==> src/rtl/fbpa_pkg.sv <==
// Shared types, widths and defaults for the fixed block pool allocator.
package fbpa_pkg;

    // Field widths of the transaction payloads and the configuration register.
    localparam int OP_W         = 2;
    localparam int REQ_SIZE_W   = 16;
    localparam int ADDR_W       = 18;
    localparam int STATUS_W     = 2;
    localparam int BLOCK_SIZE_W = 13;

    // Reset value of the block size register.
    localparam logic [BLOCK_SIZE_W-1:0] BLOCK_SIZE_RESET = 13'd64;

    // Default geometry of the pool chain.
    localparam int DEF_BLOCKS_PER_POOL = 16;
    localparam int DEF_MAX_POOLS       = 4;

    // Operation codes carried by a request.
    typedef enum logic [OP_W-1:0] {
        OP_BORROW  = 2'd0,
        OP_RESTORE = 2'd1,
        OP_CLEAR   = 2'd2,
        OP_NOP     = 2'd3
    } op_t;

    // Result status codes.
    typedef enum logic [STATUS_W-1:0] {
        STS_OK       = 2'd0,
        STS_NO_FREE  = 2'd1,
        STS_FOREIGN  = 2'd2,
        STS_OVERFLOW = 2'd3
    } status_t;

    // Sequencer states.
    typedef enum logic [2:0] {
        ST_BUILD,
        ST_IDLE,
        ST_SPAN,
        ST_SCAN,
        ST_POP,
        ST_PUSH,
        ST_FINISH
    } state_t;

endpackage

==> src/rtl/fbpa_if.sv <==
// Channel interfaces for requests, results and block size configuration.
interface fbpa_req_if;
    import fbpa_pkg::*;

    logic                  valid;
    logic                  ready;
    logic [OP_W-1:0]       op;
    logic [REQ_SIZE_W-1:0] requested_size;
    logic [ADDR_W-1:0]     block_address;

    modport source (output valid, op, requested_size, block_address, input ready);
    modport sink   (input valid, op, requested_size, block_address, output ready);
endinterface

interface fbpa_rsp_if;
    import fbpa_pkg::*;

    logic                valid;
    logic                ready;
    logic [STATUS_W-1:0] status;
    logic [ADDR_W-1:0]   granted_address;
    logic                size_mismatch;

    modport source (output valid, status, granted_address, size_mismatch, input ready);
    modport sink   (input valid, status, granted_address, size_mismatch, output ready);
endinterface

interface fbpa_cfg_if;
    import fbpa_pkg::*;

    logic                    valid;
    logic                    ready;
    logic [BLOCK_SIZE_W-1:0] block_size;

    modport source (output valid, block_size, input ready);
    modport sink   (input valid, block_size, output ready);
endinterface

==> src/rtl/fbpa_stack_mem.sv <==
// Single write port, single registered read port memory holding the free stacks.
module fbpa_stack_mem #(
    parameter int DEPTH = fbpa_pkg::DEF_MAX_POOLS * fbpa_pkg::DEF_BLOCKS_PER_POOL,
    parameter int IDX_W = (DEPTH > 1) ? $clog2(DEPTH) : 1
) (
    input  logic                       clk,
    input  logic                       wr_en,
    input  logic [IDX_W-1:0]           wr_idx,
    input  logic [fbpa_pkg::ADDR_W-1:0] wr_data,
    input  logic                       rd_en,
    input  logic [IDX_W-1:0]           rd_idx,
    output logic [fbpa_pkg::ADDR_W-1:0] rd_data
);
    import fbpa_pkg::*;

    logic [ADDR_W-1:0] mem [DEPTH];
    logic [ADDR_W-1:0] rd_data_reg;

    // Write port.
    always_ff @(posedge clk)
    begin
        if (wr_en)
        begin
            mem[wr_idx] <= wr_data;
        end
    end

    // Registered read port; the data holds until the next read.
    always_ff @(posedge clk)
    begin
        if (rd_en)
        begin
            rd_data_reg <= mem[rd_idx];
        end
    end

    assign rd_data = rd_data_reg;

endmodule

==> src/rtl/fixed_block_pool_allocator.sv <==
// Fixed block pool allocator: a chain of up to MAX_POOLS pools, each with a LIFO stack of free
// block addresses, run by a small sequencer around one stack memory and one bound adder. One
// transaction is worked on at a time and req.ready is high only while the sequencer is idle.
// After reset, pool 0 is built before any request is taken. A borrow goes from acceptance
// through span setup, a scan of each pool visited, the stack pop and the result load; when a
// new pool must be activated its stack is rebuilt one entry per cycle before the pop. A borrow
// that finds every pool exhausted ends its scan with a no-free status. A restore scans for the
// pool whose range holds the address and pushes it there, or is refused when that pool is full;
// a foreign address is reported after the active pools are scanned, or without scanning any
// pool when the block size is zero. A clear rebuilds pool 0 and leaves it as the only active
// pool, and the undefined op goes straight to the result. A finished result waits in an output
// register while the next request is accepted.
module fixed_block_pool_allocator #(
    parameter int BLOCKS_PER_POOL = fbpa_pkg::DEF_BLOCKS_PER_POOL,
    parameter int MAX_POOLS       = fbpa_pkg::DEF_MAX_POOLS
) (
    input  logic      clk,
    input  logic      rst_n,
    fbpa_req_if.sink   req,
    fbpa_rsp_if.source rsp,
    fbpa_cfg_if.sink   cfg
);
    import fbpa_pkg::*;

    localparam int PIW    = (MAX_POOLS > 1) ? $clog2(MAX_POOLS) : 1;
    localparam int PCW    = $clog2(MAX_POOLS + 1);
    localparam int CW     = $clog2(BLOCKS_PER_POOL + 1);
    localparam int DEPTH  = MAX_POOLS * BLOCKS_PER_POOL;
    localparam int MW     = (DEPTH > 1) ? $clog2(DEPTH) : 1;
    localparam int SPAN_W = BLOCK_SIZE_W + CW;
    localparam int BW     = SPAN_W + PCW;

    localparam logic [CW-1:0]  COUNT_FULL = CW'(BLOCKS_PER_POOL);
    localparam logic [CW-1:0]  SLOT_LAST  = CW'(BLOCKS_PER_POOL - 1);
    localparam logic [PCW-1:0] POOLS_MAX  = PCW'(MAX_POOLS);

    // Flat stack index of a slot within a pool.
    function automatic logic [MW-1:0] stack_idx(input logic [PIW-1:0] pool,
                                                input logic [CW-1:0] slot);
        return MW'(int'(pool) * BLOCKS_PER_POOL + int'(slot));
    endfunction

    state_t                  state_reg, state_next;
    logic                    init_reg, init_next;
    op_t                     op_reg, op_next;
    logic [ADDR_W-1:0]       addr_reg, addr_next;
    logic                    mismatch_reg, mismatch_next;
    status_t                 status_reg, status_next;
    logic                    grant_en_reg, grant_en_next;
    logic [PCW-1:0]          pool_reg, pool_next;
    logic [PCW-1:0]          active_reg, active_next;
    logic [BW-1:0]           base_reg, base_next;
    logic [SPAN_W-1:0]       span_reg, span_next;
    logic [CW-1:0]           slot_reg, slot_next;
    logic [ADDR_W-1:0]       build_addr_reg, build_addr_next;
    logic [BLOCK_SIZE_W-1:0] step_reg, step_next;
    logic [CW-1:0]           count_reg [MAX_POOLS];
    logic [CW-1:0]           count_next [MAX_POOLS];
    logic [BLOCK_SIZE_W-1:0] block_size_reg;

    logic                    rsp_valid_reg, rsp_valid_next;
    status_t                 rsp_status_reg, rsp_status_next;
    logic [ADDR_W-1:0]       rsp_grant_reg, rsp_grant_next;
    logic                    rsp_mismatch_reg, rsp_mismatch_next;

    logic                    mem_wr_en;
    logic [MW-1:0]           mem_wr_idx;
    logic [ADDR_W-1:0]       mem_wr_data;
    logic                    mem_rd_en;
    logic [MW-1:0]           mem_rd_idx;
    logic [ADDR_W-1:0]       mem_rd_data;

    logic [PIW-1:0]          pool_idx;
    logic [CW-1:0]           count_cur;
    logic [BW-1:0]           bound_hi;

    fbpa_stack_mem #(
        .DEPTH (DEPTH),
        .IDX_W (MW)
    ) u_stack_mem (
        .clk     (clk),
        .wr_en   (mem_wr_en),
        .wr_idx  (mem_wr_idx),
        .wr_data (mem_wr_data),
        .rd_en   (mem_rd_en),
        .rd_idx  (mem_rd_idx),
        .rd_data (mem_rd_data)
    );

    // Configuration register; writes are taken in any cycle.
    assign cfg.ready = 1'b1;

    always_ff @(posedge clk or negedge rst_n)
    begin
        if (!rst_n)
        begin
            block_size_reg <= BLOCK_SIZE_RESET;
        end
        else if (cfg.valid)
        begin
            block_size_reg <= cfg.block_size;
        end
    end

    // Current pool's fill level and the upper bound of its address range.
    assign pool_idx  = pool_reg[PIW-1:0];
    assign count_cur = count_reg[pool_idx];
    assign bound_hi  = base_reg + BW'(span_reg);

    // Handshake outputs.
    assign req.ready           = (state_reg == ST_IDLE);
    assign rsp.valid           = rsp_valid_reg;
    assign rsp.status          = rsp_status_reg;
    assign rsp.granted_address = rsp_grant_reg;
    assign rsp.size_mismatch   = rsp_mismatch_reg;

    // Sequencer: next state, datapath updates and memory port control.
    always_comb
    begin
        state_next        = state_reg;
        init_next         = init_reg;
        op_next           = op_reg;
        addr_next         = addr_reg;
        mismatch_next     = mismatch_reg;
        status_next       = status_reg;
        grant_en_next     = grant_en_reg;
        pool_next         = pool_reg;
        active_next       = active_reg;
        base_next         = base_reg;
        span_next         = span_reg;
        slot_next         = slot_reg;
        build_addr_next   = build_addr_reg;
        step_next         = step_reg;
        count_next        = count_reg;
        rsp_valid_next    = rsp_valid_reg && !rsp.ready;
        rsp_status_next   = rsp_status_reg;
        rsp_grant_next    = rsp_grant_reg;
        rsp_mismatch_next = rsp_mismatch_reg;
        mem_wr_en         = 1'b0;
        mem_wr_idx        = stack_idx(pool_idx, slot_reg);
        mem_wr_data       = build_addr_reg;
        mem_rd_en         = 1'b0;
        mem_rd_idx        = stack_idx(pool_idx, CW'(count_cur - 1'b1));

        case (state_reg)
            ST_BUILD:
            begin
                // Rebuild one stack entry per cycle in ascending address order.
                mem_wr_en       = 1'b1;
                slot_next       = CW'(slot_reg + 1'b1);
                build_addr_next = build_addr_reg + ADDR_W'(step_reg);
                if (slot_reg == SLOT_LAST)
                begin
                    count_next[pool_idx] = COUNT_FULL;
                    if (init_reg)
                    begin
                        init_next  = 1'b0;
                        state_next = ST_IDLE;
                    end
                    else if (op_reg == OP_CLEAR)
                    begin
                        active_next = PCW'(1);
                        state_next  = ST_FINISH;
                    end
                    else
                    begin
                        state_next = ST_POP;
                    end
                end
            end

            ST_IDLE:
            begin
                if (req.valid)
                begin
                    op_next         = op_t'(req.op);
                    addr_next       = req.block_address;
                    mismatch_next   = (op_t'(req.op) == OP_BORROW) &&
                                      (req.requested_size != REQ_SIZE_W'(block_size_reg));
                    status_next     = STS_OK;
                    grant_en_next   = 1'b0;
                    pool_next       = '0;
                    base_next       = '0;
                    slot_next       = '0;
                    build_addr_next = '0;
                    step_next       = block_size_reg;
                    case (op_t'(req.op))
                        OP_BORROW:  state_next = ST_SPAN;
                        OP_RESTORE: state_next = ST_SPAN;
                        OP_CLEAR:   state_next = ST_BUILD;
                        default:    state_next = ST_FINISH;
                    endcase
                end
            end

            ST_SPAN:
            begin
                // Size of one pool's address range.
                span_next  = SPAN_W'(block_size_reg * BLOCKS_PER_POOL);
                state_next = ST_SCAN;
            end

            ST_SCAN:
            begin
                if (op_reg == OP_BORROW)
                begin
                    // Walk the active pools for one with a free block.
                    if (pool_reg < active_reg)
                    begin
                        if (count_cur != '0)
                        begin
                            state_next = ST_POP;
                        end
                        else
                        begin
                            pool_next = PCW'(pool_reg + 1'b1);
                            base_next = bound_hi;
                        end
                    end
                    else if (active_reg < POOLS_MAX)
                    begin
                        active_next     = PCW'(active_reg + 1'b1);
                        build_addr_next = base_reg[ADDR_W-1:0];
                        slot_next       = '0;
                        state_next      = ST_BUILD;
                    end
                    else
                    begin
                        status_next = STS_NO_FREE;
                        state_next  = ST_FINISH;
                    end
                end
                else
                begin
                    // Find the active pool whose range holds the address.
                    if (span_reg == '0)
                    begin
                        status_next = STS_FOREIGN;
                        state_next  = ST_FINISH;
                    end
                    else if (pool_reg < active_reg)
                    begin
                        if (BW'(addr_reg) < bound_hi)
                        begin
                            if (count_cur >= COUNT_FULL)
                            begin
                                status_next = STS_OVERFLOW;
                                state_next  = ST_FINISH;
                            end
                            else
                            begin
                                state_next = ST_PUSH;
                            end
                        end
                        else
                        begin
                            pool_next = PCW'(pool_reg + 1'b1);
                            base_next = bound_hi;
                        end
                    end
                    else
                    begin
                        status_next = STS_FOREIGN;
                        state_next  = ST_FINISH;
                    end
                end
            end

            ST_POP:
            begin
                // Read the top of the stack and drop it.
                mem_rd_en            = 1'b1;
                count_next[pool_idx] = CW'(count_cur - 1'b1);
                grant_en_next        = 1'b1;
                state_next           = ST_FINISH;
            end

            ST_PUSH:
            begin
                // Put the restored address on top of the stack.
                mem_wr_en            = 1'b1;
                mem_wr_idx           = stack_idx(pool_idx, count_cur);
                mem_wr_data          = addr_reg;
                count_next[pool_idx] = CW'(count_cur + 1'b1);
                state_next           = ST_FINISH;
            end

            ST_FINISH:
            begin
                // Load the result once the output register is free.
                if (!rsp_valid_reg || rsp.ready)
                begin
                    rsp_valid_next    = 1'b1;
                    rsp_status_next   = status_reg;
                    rsp_grant_next    = grant_en_reg ? mem_rd_data : '0;
                    rsp_mismatch_next = mismatch_reg;
                    state_next        = ST_IDLE;
                end
            end

            default:
            begin
                state_next = ST_IDLE;
            end
        endcase
    end

    // Control state.
    always_ff @(posedge clk or negedge rst_n)
    begin
        if (!rst_n)
        begin
            state_reg      <= ST_BUILD;
            init_reg       <= 1'b1;
            op_reg         <= OP_NOP;
            pool_reg       <= '0;
            active_reg     <= PCW'(1);
            slot_reg       <= '0;
            build_addr_reg <= '0;
            step_reg       <= BLOCK_SIZE_RESET;
            grant_en_reg   <= 1'b0;
            rsp_valid_reg  <= 1'b0;
            for (int i = 0; i < MAX_POOLS; i++)
            begin
                count_reg[i] <= COUNT_FULL;
            end
        end
        else
        begin
            state_reg      <= state_next;
            init_reg       <= init_next;
            op_reg         <= op_next;
            pool_reg       <= pool_next;
            active_reg     <= active_next;
            slot_reg       <= slot_next;
            build_addr_reg <= build_addr_next;
            step_reg       <= step_next;
            grant_en_reg   <= grant_en_next;
            rsp_valid_reg  <= rsp_valid_next;
            count_reg      <= count_next;
        end
    end

    // Payload registers.
    always_ff @(posedge clk)
    begin
        addr_reg         <= addr_next;
        mismatch_reg     <= mismatch_next;
        status_reg       <= status_next;
        base_reg         <= base_next;
        span_reg         <= span_next;
        rsp_status_reg   <= rsp_status_next;
        rsp_grant_reg    <= rsp_grant_next;
        rsp_mismatch_reg <= rsp_mismatch_next;
    end

endmodule

==> src/flat_wrapper.sv <==
// flat-port wrapper written by rule: the top's interface ports become plain ports
module fixed_block_pool_allocator_flat import fbpa_pkg::*;
#(
    parameter int BLOCKS_PER_POOL = fbpa_pkg::DEF_BLOCKS_PER_POOL,
    parameter int MAX_POOLS       = fbpa_pkg::DEF_MAX_POOLS
)
  (clk, rst_n, req_valid, req_op, req_requested_size, req_block_address, req_ready, rsp_valid, rsp_status, rsp_granted_address, rsp_size_mismatch, rsp_ready, cfg_valid, cfg_block_size, cfg_ready);
  fbpa_req_if req_i ();
  fbpa_rsp_if rsp_i ();
  fbpa_cfg_if cfg_i ();
  input  logic clk;
  input  logic rst_n;
  input wire logic [$bits(req_i.valid)-1:0] req_valid;
  input wire logic [$bits(req_i.op)-1:0] req_op;
  input wire logic [$bits(req_i.requested_size)-1:0] req_requested_size;
  input wire logic [$bits(req_i.block_address)-1:0] req_block_address;
  output wire logic [$bits(req_i.ready)-1:0] req_ready;
  output wire logic [$bits(rsp_i.valid)-1:0] rsp_valid;
  output wire logic [$bits(rsp_i.status)-1:0] rsp_status;
  output wire logic [$bits(rsp_i.granted_address)-1:0] rsp_granted_address;
  output wire logic [$bits(rsp_i.size_mismatch)-1:0] rsp_size_mismatch;
  input wire logic [$bits(rsp_i.ready)-1:0] rsp_ready;
  input wire logic [$bits(cfg_i.valid)-1:0] cfg_valid;
  input wire logic [$bits(cfg_i.block_size)-1:0] cfg_block_size;
  output wire logic [$bits(cfg_i.ready)-1:0] cfg_ready;
  assign req_i.valid = req_valid;
  assign req_i.op = req_op;
  assign req_i.requested_size = req_requested_size;
  assign req_i.block_address = req_block_address;
  assign req_ready = req_i.ready;
  assign rsp_valid = rsp_i.valid;
  assign rsp_status = rsp_i.status;
  assign rsp_granted_address = rsp_i.granted_address;
  assign rsp_size_mismatch = rsp_i.size_mismatch;
  assign rsp_i.ready = rsp_ready;
  assign cfg_i.valid = cfg_valid;
  assign cfg_i.block_size = cfg_block_size;
  assign cfg_ready = cfg_i.ready;
  fixed_block_pool_allocator #(.BLOCKS_PER_POOL(BLOCKS_PER_POOL), .MAX_POOLS(MAX_POOLS)) u_core (.clk(clk), .rst_n(rst_n), .req(req_i), .rsp(rsp_i), .cfg(cfg_i));
endmodule
==> config.mk <==
export PLATFORM = sky130hd
export DESIGN_NAME = fixed_block_pool_allocator_flat
export DESIGN_NICKNAME = d
export VERILOG_FILES = /design/src/rtl/fbpa_pkg.sv /design/src/rtl/fbpa_if.sv /design/src/rtl/fbpa_stack_mem.sv /design/src/rtl/fixed_block_pool_allocator.sv /design/src/flat_wrapper.sv
export SDC_FILE = /design/constraint.sdc
export NUM_CORES = 2
export LEC_CHECK = 0
export BUFFER_PORTS_ARGS = -buffer_cell sky130_fd_sc_hd__buf_2
export CAP_MARGIN = 40
export CELL_PAD_IN_SITES_DETAIL_PLACEMENT = 0
export CELL_PAD_IN_SITES_GLOBAL_PLACEMENT = 2
export CORE_ASPECT_RATIO = 1.4
export CORE_MARGIN = 3
export CORE_UTILIZATION = 55
export CTS_BUF_LIST = sky130_fd_sc_hd__clkbuf_4 sky130_fd_sc_hd__clkbuf_8
export CTS_CLUSTER_SIZE = 10
export DETAILED_ROUTE_END_ITERATION = 8
export GPL_TIMING_DRIVEN = 0
export MAX_ROUTING_LAYER = met4
export PLACE_DENSITY = 0.87
export SYNTH_ARGS = -nofsm -noshare
export SYNTH_HDL_FRONTEND = slang
export SYNTH_SLANG_ARGS = --single-unit
==> constraint.sdc <==
create_clock -name clk -period 11.8 [get_ports clk]
set_clock_uncertainty 0.15 [all_clocks]
set_input_delay 1.18 -clock clk [delete_from_list [all_inputs] [get_ports clk]]
set_output_delay 1.18 -clock clk [all_outputs]
set_load 0.02 [all_outputs]
==> results.md <==
- The final sum of negative setup slack is 0 ns.
- By area the synthesized netlist is led by sky130_fd_sc_hd__edfxtp_1, sky130_fd_sc_hd__mux4_2, sky130_fd_sc_hd__dfrtp_1, sky130_fd_sc_hd__ha_1, sky130_fd_sc_hd__nor2_1.
- The footprint of the flip-flops and latches is 0.0394 mm^2.
- The most used routing layer is met2.
- The die extent in x is 268 um.
- The count of buffers from port buffering is 76.
- The run finished with clean final reports.
- The final hold violation count came to 0.
- After layout, the minimum clock period comes to 6.30 ns.
- Setup repair after global routing left no endpoint under its margin.
- The vias per cell is 6.29.
- Counting distinct cell types in the post-synthesis netlist gives 66.
- Dividing the synthesized area by the synthesized cell count gives 20.6 um^2.
- The final route contains 27.1k vias.
- The post-route netlist has 32.2% of its cells at a drive strength greater than 1.
- The starting utilization of the core area is 55.5%.
- The max-slew violation count is 0.
- The net count after synthesis is 2,688.
- Dividing the detail-routed wire length by the instance count gives 30.1 um.
- For this run, global-route usage on met1 was measured as 33.2%.
- For this run, the total global-route usage over all layers was measured as 27.4%.
- The number of global-route vias before repair came to 28.2k.
- The worst-skew pair later-pin latency is 0.89 ns.
- The share of the clock period used by the worst path is 53.4%.
- Setup slack closes at 5.50 ns.
- The final layout contains routed wiring with a total length of 130,000 um.
- After floorplanning, the core was sized to cover 0.0956 mm^2.
- The CTS root buffer is sky130_fd_sc_hd__clkbuf_8.
- The synthesized cell area is 0.0530 mm^2.
- After filler insertion, the fill cell instance count of the layout stands at 6,407.
- The proportion of synthesized chip area in sequential cells is 74.3%.
- The multiplexer fraction of the synthesized cell area is 16.3%.
- Once the clock tree was built, the setup fixing pass inserted 0 buffers.
- The area occupied by multi-input gates is 0.0131 mm^2.
- The number of failing setup endpoints in the final timing report is 0.
- The tool flagged a number of max-cap violations equal to 0.
- The layout-stage area growth over the synthesis result is 13.7%.
- The congestion estimate from routability-driven global placement came to 0.890.
- After clock tree synthesis, the clock-pin slew on the worst setup and hold paths is 0.07 ns.
- The element type at the critical path end is a flop.
- The worst slew slack as a fraction of its limit is 36.1%.
- The DRC violation count after routing is 0.
- The number of hold buffers added after cts is 0.
- The worst-case setup slack after placement is 5.72 ns.
- The number of instances in the synthesized netlist is 2,578.
- The synthesized netlist devotes 3.27% of its cell area to simple gates.
- The primary flip-flop cell chosen by synthesis mapping is sky130_fd_sc_hd__edfxtp_1.
- The global routing met3 resource utilization is 4.93%.
- The path class of the tightest hold or removal check is in2async.
- Row generation in the floorplan step produced 134 rows.
- The critical path arrival is 6.74 ns.
- The maximum clock rate is 159 MHz.
- The first-pass GRT wire length is 190,000 um.
- The initial antenna violation count was 6.
- The worst setup path is launched from a flop.
- The count of nets left with antenna violations once routing finished came out at 0.
- The maximum root-to-sink buffer count is 3.
- The number of primary I/O pins is 78.
- For this run, the number of standard cells in the final layout without fillers is 4,308.
- The share of synthesized area in the top cell type comes to 70.3%.
- Once placement completed, the tool counted placed cells totaling 3,970.
- From bottom edge to top edge, the die measures 373 um.
- For this run, global-route usage on met2 was measured as 45.2%.
- The number of flops mapped to enable cells by yosys is 1,242.
- The synthesized design spends more area on one cell type than any other, namely sky130_fd_sc_hd__edfxtp_1.
- The remaining global-route overflow is 0.
- For this block, the initial DRC count from the detailed router was 2,946.
- Counting every sink on the clock net gives 1,325.
- At the pin with the least slew margin, the transition time is 0.958 ns.
- The data required time at the worst endpoint is 12.23 ns.
- The final standard cell utilization of the core is 63.1%.
- The share of the synthesized area in compound gates (AO/OA/AOI/OAI) is 2.59%.
- The post-cts repair resize count is 0.
- During synthesis, Yosys emitted a total of 0 warnings.
- After Yosys synthesis, XOR and XNOR cells account for 0.870% of the synthesized area.
- The async set-reset flop share out of synthesis is 6.26%.
- The register with the most flip-flops in the layout has 1,152 of them.
- The largest family of logic cells by synthesized area is multiplexers.
- The number of buffers added by the clock tree synthesis step is 187.
- The H-tree was split into 4 levels.
- Along the worst path, the maximum fanout reaches 10.
- The die covers 0.100 mm^2.
- The pin count of the biggest net entering global routing is 65.
- Detailed placement finished with a half-perimeter wire length of 91,500 um.
- The category of the critical setup timing path is reg2reg.
- In the final design database the tool counted 3,045 nets.
- The flop and latch count out of synthesis is 1,325.
- The iteration count of the initial detailed-routing pass is 6.
- The adder-cell area share of the yosys netlist is 1.35%.
- TritonCTS built the clock tree.
worst max-delay path, cell delays in order (launching register included):
cell                       delay [ns]
sky130_fd_sc_hd__dfrtp_1         0.56
sky130_fd_sc_hd__buf_6           0.20
sky130_fd_sc_hd__mux4_2          0.52
sky130_fd_sc_hd__buf_2           0.26
sky130_fd_sc_hd__buf_4           0.27
sky130_fd_sc_hd__buf_4           0.22
sky130_fd_sc_hd__ha_1            0.30
sky130_fd_sc_hd__clkbuf_1        0.18
sky130_fd_sc_hd__buf_8           0.20
sky130_fd_sc_hd__clkbuf_1        0.61
sky130_fd_sc_hd__clkbuf_1        0.65
sky130_fd_sc_hd__mux4_2          0.43
sky130_fd_sc_hd__mux4_2          0.59
sky130_fd_sc_hd__a22oi_1         0.62
sky130_fd_sc_hd__nand2_1         0.21
layout by cell type (no fill, tap or decap), drive strengths merged, types with 12 or more instances in the layout:
cell | synthesis | routed
inv | 26 | 36
a31oi | 15 | 15
xor2 | 18 | 18
clkinv | 0 | 69
buf | 56 | 224
a22oi | 37 | 37
and2 | 26 | 26
a21oi | 43 | 43
nor2 | 144 | 144
clkbuf | 58 | 308
dfrtp | 73 | 73
mux2 | 34 | 34
xnor2 | 33 | 33
nand2 | 138 | 138
edfxtp | 1242 | 1242
and3 | 12 | 12
mux4 | 365 | 365
nand3 | 17 | 17
ha | 54 | 54
o21ai | 44 | 44
cell usage after synthesis, types with 4 or more instances:
cell type / n
sky130_fd_sc_hd__nor4_1: 8
sky130_fd_sc_hd__nand2b_1: 11
sky130_fd_sc_hd__edfxtp_1: 1242
sky130_fd_sc_hd__nand2_1: 138
sky130_fd_sc_hd__nand3_1: 17
sky130_fd_sc_hd__a21o_1: 7
sky130_fd_sc_hd__mux2i_1: 6
sky130_fd_sc_hd__ha_1: 54
sky130_fd_sc_hd__inv_1: 26
sky130_fd_sc_hd__mux4_2: 365
sky130_fd_sc_hd__buf_2: 18
sky130_fd_sc_hd__nand4_1: 8
sky130_fd_sc_hd__a21oi_1: 43
sky130_fd_sc_hd__and2_1: 25
sky130_fd_sc_hd__o211ai_1: 8
sky130_fd_sc_hd__mux2_2: 34
sky130_fd_sc_hd__a211oi_1: 4
sky130_fd_sc_hd__o31ai_1: 7
sky130_fd_sc_hd__buf_6: 9
sky130_fd_sc_hd__nor3_1: 6
sky130_fd_sc_hd__nor2b_1: 6
sky130_fd_sc_hd__buf_4: 23
sky130_fd_sc_hd__a22o_1: 9
sky130_fd_sc_hd__a31oi_1: 15
sky130_fd_sc_hd__xor2_1: 17
sky130_fd_sc_hd__o21a_1: 6
sky130_fd_sc_hd__a22oi_1: 37
sky130_fd_sc_hd__clkbuf_1: 58
sky130_fd_sc_hd__nor2_1: 144
sky130_fd_sc_hd__or3_1: 5
sky130_fd_sc_hd__and3_1: 12
sky130_fd_sc_hd__o21ai_0: 43
sky130_fd_sc_hd__dfrtp_1: 73
sky130_fd_sc_hd__dfstp_2: 10
sky130_fd_sc_hd__buf_1: 6
sky130_fd_sc_hd__xnor2_1: 32
final timing paths:
| check | slack, ns | start | depth (start not counted) | endpoint |
|---|---|---|---|---|
| max | 5.50 | u_core.pool_reg[0] | 14 | u_core.u_stack_mem.rd_data[9] |
| min | 0.08 | rst_n | 1 | u_core.block_size_reg[8] |
| max reg2reg | 5.50 | u_core.pool_reg[0] | 14 | u_core.u_stack_mem.rd_data[9] |
| min reg2reg | 0.28 | u_core.status_reg[1] | 0 | u_core.rsp.status[1] |
| max in group asynchronous | 10.72 | rst_n | 2 | u_core.init_reg |
| min in group clk | 0.28 | u_core.status_reg[1] | 0 | u_core.rsp.status[1] |
layer usage:
metal / wire length (um) / vias to the layer above
li1: - / 11400
met2: 68200 / 1178
met3: 8710 / 256
met1: 46400 / 14300
met5: 0 / -
met4: 6290 / 0
metrics by stage:
step / hold slack, ns / instance area [um^2]
floorplan: 0.250 / 53000
global placement: 0.261 / 55000
detailed placement: 0.270 / 56600
CTS: 0.00510 / 60300
global route: 0.0595 / 60300
finish: 0.0795 / 60300
cells by family (layout without fill, tap and decap cells):
kind of cell               Yosys count  after routing
DFF                               1325           1325
muxes                              405            405
and+or+nand+nor                    391            391
AOI/OAI and AO/OA                  209            209
buffers and inverters              140            644
adders and majority gates           56             56
xor gates and xnor gates            51             51
other                                1              3
final cells by class:
cell class / count / share of cell area (%)
well taps: 1224 / 2.54
clock buffers: 250 / 5.10
clock inverters: 86 / 1.00
repair buffers: 168 / 3.10
flip-flops and latches: 1325 / 65.3
plain buffers: 114 / 1.00
inverters: 26 / 0.162
diodes: 2 / 0.00830
multi-input cells: 1113 / 21.8
Power is left out: the tool's default activity adds up to more than one toggle a clock period on the data nets, which glitch-free logic cannot reach.
